$ cat src/hw/rtl/alle_pkg.sv
`timescale 1ns / 1ps
`default_nettype none

package alle_pkg;

	localparam int CAPACITY   = 256;
	localparam int DATA_WIDTH = 32;
	localparam int SLOT_W     = $clog2(CAPACITY);
	localparam int LINK_W     = SLOT_W + 1;
	localparam int CFG_W      = 9;

	typedef logic [SLOT_W-1:0] slot_t;
	typedef logic [LINK_W-1:0] link_t;

	// null link: one past the last slot
	localparam link_t NIL = LINK_W'(CAPACITY);

	typedef enum logic [2:0] {
		MODE_APPEND     = 3'd0,
		MODE_INS_BEFORE = 3'd1,
		MODE_INS_AFTER  = 3'd2,
		MODE_REMOVE     = 3'd3,
		MODE_READ       = 3'd4,
		MODE_NEXT       = 3'd5,
		MODE_PREV       = 3'd6,
		MODE_NOP        = 3'd7
	} mode_e;

	typedef enum logic [1:0] {
		STAT_OK       = 2'd0,
		STAT_FULL     = 2'd1,
		STAT_NOT_USED = 2'd2
	} status_e;

	typedef struct packed {
		logic [2:0]            mode;
		slot_t                 position;
		logic [DATA_WIDTH-1:0] item_data;
	} req_t;

	typedef struct packed {
		logic [1:0]            status;
		slot_t                 result_slot;
		logic                  result_null;
		logic [DATA_WIDTH-1:0] result_data;
		link_t                 list_length;
		slot_t                 head_slot;
		slot_t                 tail_slot;
		logic                  list_empty;
	} rsp_t;

	typedef struct packed {
		logic accept;
		logic cfg_wr;
		logic step1;
		logic step2;
		logic step3;
		logic load_rsp;
	} ctrl_cmd_t;

	typedef struct packed {
		logic write_op;
	} dp_sts_t;

endpackage

`default_nettype wire

$ cat src/hw/rtl/alle_ctrl.sv
`timescale 1ns / 1ps
`default_nettype none

module alle_ctrl (
	input  wire                  clk,
	input  wire                  arst_n,
	input  wire                  req_valid,
	input  wire                  cfg_valid,
	input  wire                  rsp_ready,
	input  alle_pkg::dp_sts_t    sts,
	output logic                 req_ready,
	output logic                 cfg_ready,
	output logic                 rsp_valid,
	output alle_pkg::ctrl_cmd_t  cmd
);

	typedef enum logic [4:0] {
		S_IDLE = 5'b00001,
		S_W1   = 5'b00010,
		S_W2   = 5'b00100,
		S_W3   = 5'b01000,
		S_DONE = 5'b10000
	} state_t;

	state_t state_q, state_d;
	logic   rsp_valid_q;

	assign rsp_valid = rsp_valid_q;

	always_comb begin
		cfg_ready    = (state_q == S_IDLE);
		req_ready    = (state_q == S_IDLE) && !cfg_valid;
		cmd.accept   = req_valid && req_ready;
		cmd.cfg_wr   = cfg_valid && cfg_ready;
		cmd.step1    = (state_q == S_W1);
		cmd.step2    = (state_q == S_W2);
		cmd.step3    = (state_q == S_W3);
		cmd.load_rsp = (state_q == S_DONE) && (!rsp_valid_q || rsp_ready);
	end

	always_comb begin
		state_d = state_q;
		unique case (state_q)
			S_IDLE: begin
				if (cmd.accept) begin
					state_d = sts.write_op ? S_W1 : S_DONE;
				end
			end
			S_W1: state_d = S_W2;
			S_W2: state_d = S_W3;
			S_W3: state_d = S_DONE;
			S_DONE: begin
				if (cmd.load_rsp) begin
					state_d = S_IDLE;
				end
			end
			default: state_d = S_IDLE;
		endcase
	end

	always_ff @(posedge clk or negedge arst_n) begin
		if (!arst_n) begin
			state_q     <= S_IDLE;
			rsp_valid_q <= 1'b0;
		end else begin
			state_q <= state_d;
			if (cmd.load_rsp) begin
				rsp_valid_q <= 1'b1;
			end else if (rsp_ready) begin
				rsp_valid_q <= 1'b0;
			end
		end
	end

	// write steps always run as a full burst
	a_burst: assert property (@(posedge clk) disable iff (!arst_n)
		(state_q == S_W1) |=> (state_q == S_W2) ##1 (state_q == S_W3) ##1 (state_q == S_DONE))
		else $error("write burst broken");

	// a finished result waits while the output slot is still occupied
	a_hold: assert property (@(posedge clk) disable iff (!arst_n)
		(state_q == S_DONE && rsp_valid_q && !rsp_ready) |=> (state_q == S_DONE))
		else $error("result overwrote pending response");

	// response valid only rises out of the done state
	a_rise: assert property (@(posedge clk) disable iff (!arst_n)
		$rose(rsp_valid_q) |-> $past(state_q == S_DONE))
		else $error("response without completed operation");

	// config and request never taken together
	a_excl: assert property (@(posedge clk) disable iff (!arst_n)
		!(cmd.accept && cmd.cfg_wr))
		else $error("config and request accepted together");

endmodule

`default_nettype wire

$ cat config.mk
export PLATFORM = sky130hd
export DESIGN_NAME = alle_ctrl
export DESIGN_NICKNAME = d
export VERILOG_FILES = /design/src/hw/rtl/alle_pkg.sv /design/src/hw/rtl/alle_ctrl.sv
export SDC_FILE = /design/constraint.sdc
export NUM_CORES = 1
export LEC_CHECK = 0
export ABC_AREA = 1
export BUFFER_PORTS_ARGS = -buffer_cell sky130_fd_sc_hd__clkbuf_2
export CORE_AREA = 2 2 39 41
export DETAILED_ROUTE_END_ITERATION = 16
export DIE_AREA = 0 0 41 43
export MAX_ROUTING_LAYER = met4
export PLACE_DENSITY = 0.52
export RECOVER_POWER = 25
export SETUP_SLACK_MARGIN = 0.1
export SYNTH_ARGS = -nofsm -noshare
export SYNTH_HDL_FRONTEND = slang
export SYNTH_SLANG_ARGS = --single-unit
$ cat constraint.sdc
create_clock -name clk -period 1 [get_ports clk]
set_input_delay 0.2 -clock clk [delete_from_list [all_inputs] [get_ports clk]]
set_output_delay 0.2 -clock clk [all_outputs]
set_load 0.01 [all_outputs]
Word level (Yosys, flattened, before mapping)
Index checks and enable logic that the tools add are counted.
Widths: inputs -> output; s select.

storage, ports and cells
  memories = 0
  output and inout bits = 9
  latch bits = 0
  memory bits (read-only) = 0
  memory bits (writable) = 0
  logic and storage cells = 24
  register bits after elaboration = 6
  input port bits = 6

cells by class
  divide/modulo/power cells = 0
  $mul = 0
  equality and inequality tests = 7
  multiplexer cells = 6
  bitwise operators = 0
  add/sub/neg operators = 0
  $lt $le $gt $ge = 0
  reductions and logical operators = 9
  shift operators = 0

operators with widths
  operator            count
  $pmux 5 s5          1
  $mux 5              3
  $eq 5x1->1 const B  1
  $eq 5x2->1 const B  1
  $eq 5x3->1 const B  1
  $eq 5x4->1 const B  1
  $eq 5x5->1 const B  1
  $logic_and 1x1->1   4
  $logic_not 1->1     2
  $mux 1              2
  $ne 2x1->1 const B  1
  $ne 2x2->1 const B  1
  $reduce_and 2->1    1
  $reduce_bool 2->1   1
  $logic_or 1x1->1    1

Logic depth before layout (Yosys ltp)
  depth after elaboration = 5
  mapped depth = 7
  mapped depth without buffers = 7

Least setup slack after synthesis
Ideal clock, no wire load.

  path type = register to output
  start point = register state_q[3]
  end point = output cmd[5] in the netlist's numbering
  setup slack = -227 ps
  data arrival time = 1027 ps
  buffers on the path = 0
  data required time = 800 ps
  cell stages (with the launch flop) = 4
  cells stage by stage = dfrtp_1 nor2_4 nand3_4 nor3b_1

RTL lines
  what                    RTL line         RTL
  start, declared         alle_ctrl.sv:25  state_t state_q, state_d;
  start signal, assigned  alle_ctrl.sv:66  state_q <= state_d;
  end, declared           alle_ctrl.sv:14  output alle_pkg::ctrl_cmd_t cmd

==> reports/qor.yml <==
drt:
  drt_iter0_markers: 3
  wire_per_inst_um: 9.59
  firstDrtPassIters: 2
  viasPerCell: 4.24
  drc: 0
  routed_wl_um: 930
  antenna_left: 0
  vias: 411
logic_synthesis:
  synth-async-reset-ratio: 1.00
  synth_top_area_frac: 0.330
  synth_commonest_cells: "12 x inv_1, 10 x nor2_1, 6 x nand2_1, 5 x dfrtp_1"
  ys_ff_latch: 6
  syn_nets: 55
  netlist_instances: 49
  syn-cell-area_um2: 379
  ys_types: 17
  syn_avg_cell_area_um2: 7.74
  synth_edf_count: 0
  synth_area_leaders: "dfrtp_1 33%, inv_1 12%, nor2_1 9.9%"
  yosys_warnings: 0
  yosys_most_used_dff: "dfrtp_1"
  ys_seq_area_frac: 0.399
  yosysTopAreaCell: "dfrtp_1"
  synth_most_common_cell: "inv_1"
finish:
  layout.cells.non_filler: 97
  diodes: 0
  num-fill-cells: 132
  finish.utilization: 0.498
  area_growth_syn_to_layout_pct: 81.8
  layout-drive-gt1-share: 0.630
  nets: 88
global_route:
  grt_pass1_wl_mm: 1.44
  grt_pass1_vias: 361
  grt_max_degree: 7
  antenna_found_initial: 0
  grt_usage: 0.129
  grt_overflow_total: 0
clock_tree:
  path_clk_slew_ns: 0.05
  htreeDepth: 1
  cts_sinks: 6
  cts_tree: "yes"
  clockRootBuffer: "clkbuf_4"
  clock_latency_ns: 0.24
  ctsLongestPathBuffers: 2
  numCtsBuffers: 3
sta:
  relSlewSlack: 0.772
  final.min_clock_period_ns: 1.47
  drv_slew: 0
  rsz0062_at_grt: "true"
  fin_crit_sh: 1.47
  fin_tns_setup_ns: -4.38
  max_slew.worst_pin.slew_ns: 0.342
  fmax_mhz: 681
  fin_ws_ns: -0.467
  hold_ws_ns: 0.203
  setup_viol: 13
  finalHoldViolCount: 0
  fin_skew_ns: 0.00405
floorplanning:
  core_area_um2: 1380
  dieArea_um2: 1760
  die_h_um: 43
  ioPinCount: 15
  fp.dieW_um: 41
  fp-row-count: 14
  start_util: 0.274
setup_path:
  crit_type: "reg2out"
  required_ns: 0.80
  start_kind: "flip-flop"
  cp_data_arrival_time_ns: 1.27
  end_kind: "primary output"
  worstPathMaxFanout: 6
  reg2reg_slack_ns: -0.32
power:
  p_per_area_nw_per_um2: 2700
  ir_drop_v: 0.00129
  totalPowerFinal_mw: 1.86
  p_leak_nw: 0.361
run_status:
  violations: "negative setup slack"
  outcome: "finished with violations"
place:
  dpl.hpwl_um: 700
  place.gp.congestion: 0.663
  place_inst: 85
  port_buffers: 14
flow_run:
  cap_viol_max_count: 0
hold_path:
  min_path_type: "in2reg"
## layout by cell type (no fill, tap or decap), types with 2 or more instances in the layout
master | netlist | layout
inv_2 | 0 | 4
o21bai_1 | 2 | 2
inv_1 | 12 | 7
buf_6 | 0 | 4
buf_4 | 0 | 9
nor2_4 | 1 | 2
nand2_1 | 6 | 4
dfrtp_1 | 5 | 5
clkbuf_2 | 0 | 7
clkbuf_4 | 0 | 3
nand3_4 | 1 | 2
buf_2 | 0 | 6
nor2_1 | 10 | 7
clkbuf_1 | 0 | 2
nor2_2 | 2 | 4
## per-stage QoR
stage               setup slack [ns]  instance area [µm²]
global placement              -0.217                  531
finish                        -0.467                  689
global route                  -0.547                  689
detailed placement            -0.230                  531
floorplan                    -0.0988                  395
CTS                           -0.490                  624
## worst paths after layout
kind	from	to	depth (start not counted)
hold / removal	sts	state_q[1]$_DFFE_PN0P_	3
setup reg to reg	state_q[3]$_DFFE_PN0P_	state_q[4]$_DFFE_PN0P_	7
min in group asynchronous	arst_n	state_q[3]$_DFFE_PN0P_	2
max in group asynchronous	arst_n	state_q[0]$_DFFE_PN1P_	2
setup / recovery	state_q[3]$_DFFE_PN0P_	cmd[5]	4
hold reg to reg	state_q[1]$_DFFE_PN0P_	state_q[3]$_DFFE_PN0P_	3
## per-layer routing
| metal | wire (µm) | track usage |
|---|---|---|
| met5 | 0 | - |
| met4 | 0 | 0.0800 |
| met3 | 29 | 0.0471 |
| met2 | 554 | 0.200 |
| met1 | 346 | 0.129 |
## final cells by class
type	count	area [µm²]	area share
Multi-Input combinational cell	30	248	0.359
Timing Repair Buffer	28	191	0.278
Sequential cell	6	151	0.220
Inverter	13	52.6	0.0762
Clock buffer	4	26.3	0.0381
Tap cell	16	20.0	0.0290
## what timing repair did
action | CTS | global route
gates cloned | 0 | 0
pin swaps | 4 | 3
endpoints found under the setup margin | 15 | 15
hold buffers | 1 | 0
buffers inserted | 4 | 4
hold endpoints to repair | 6 | 0
gates resized for setup | 10 | 14
## cells by family after synthesis
kind of cell           after synthesis  share of synthesized area
AOI/OAI and AO/OA                    4                     0.0759
buffers and inverters               13                      0.132
DFF                                  6                      0.399
and+or+nand+nor                     26                      0.393
## state kept, by name, summed over array words and instances (netlist names)
| register | count |
|---|---|
| state_q | 5 |
| rsp_valid | 1 |
## power breakdown
group,leakage (nW),internal [mW],total (mW),switching [mW]
Combinational,0.267,0.573,1.19,0.621
Clock,0.0150,0.151,0.242,0.0906
Sequential,0.0786,0.337,0.425,0.0881
Total,0.361,1.06,1.86,0.800
## worst max-delay path, stage by stage (launching register included)
cell and delay, ns:
dfrtp_1 0.41, nor2_4 0.17, nand3_4 0.13, nor3b_4 0.17, buf_2 0.15
(Power assumes the default switching activity.)
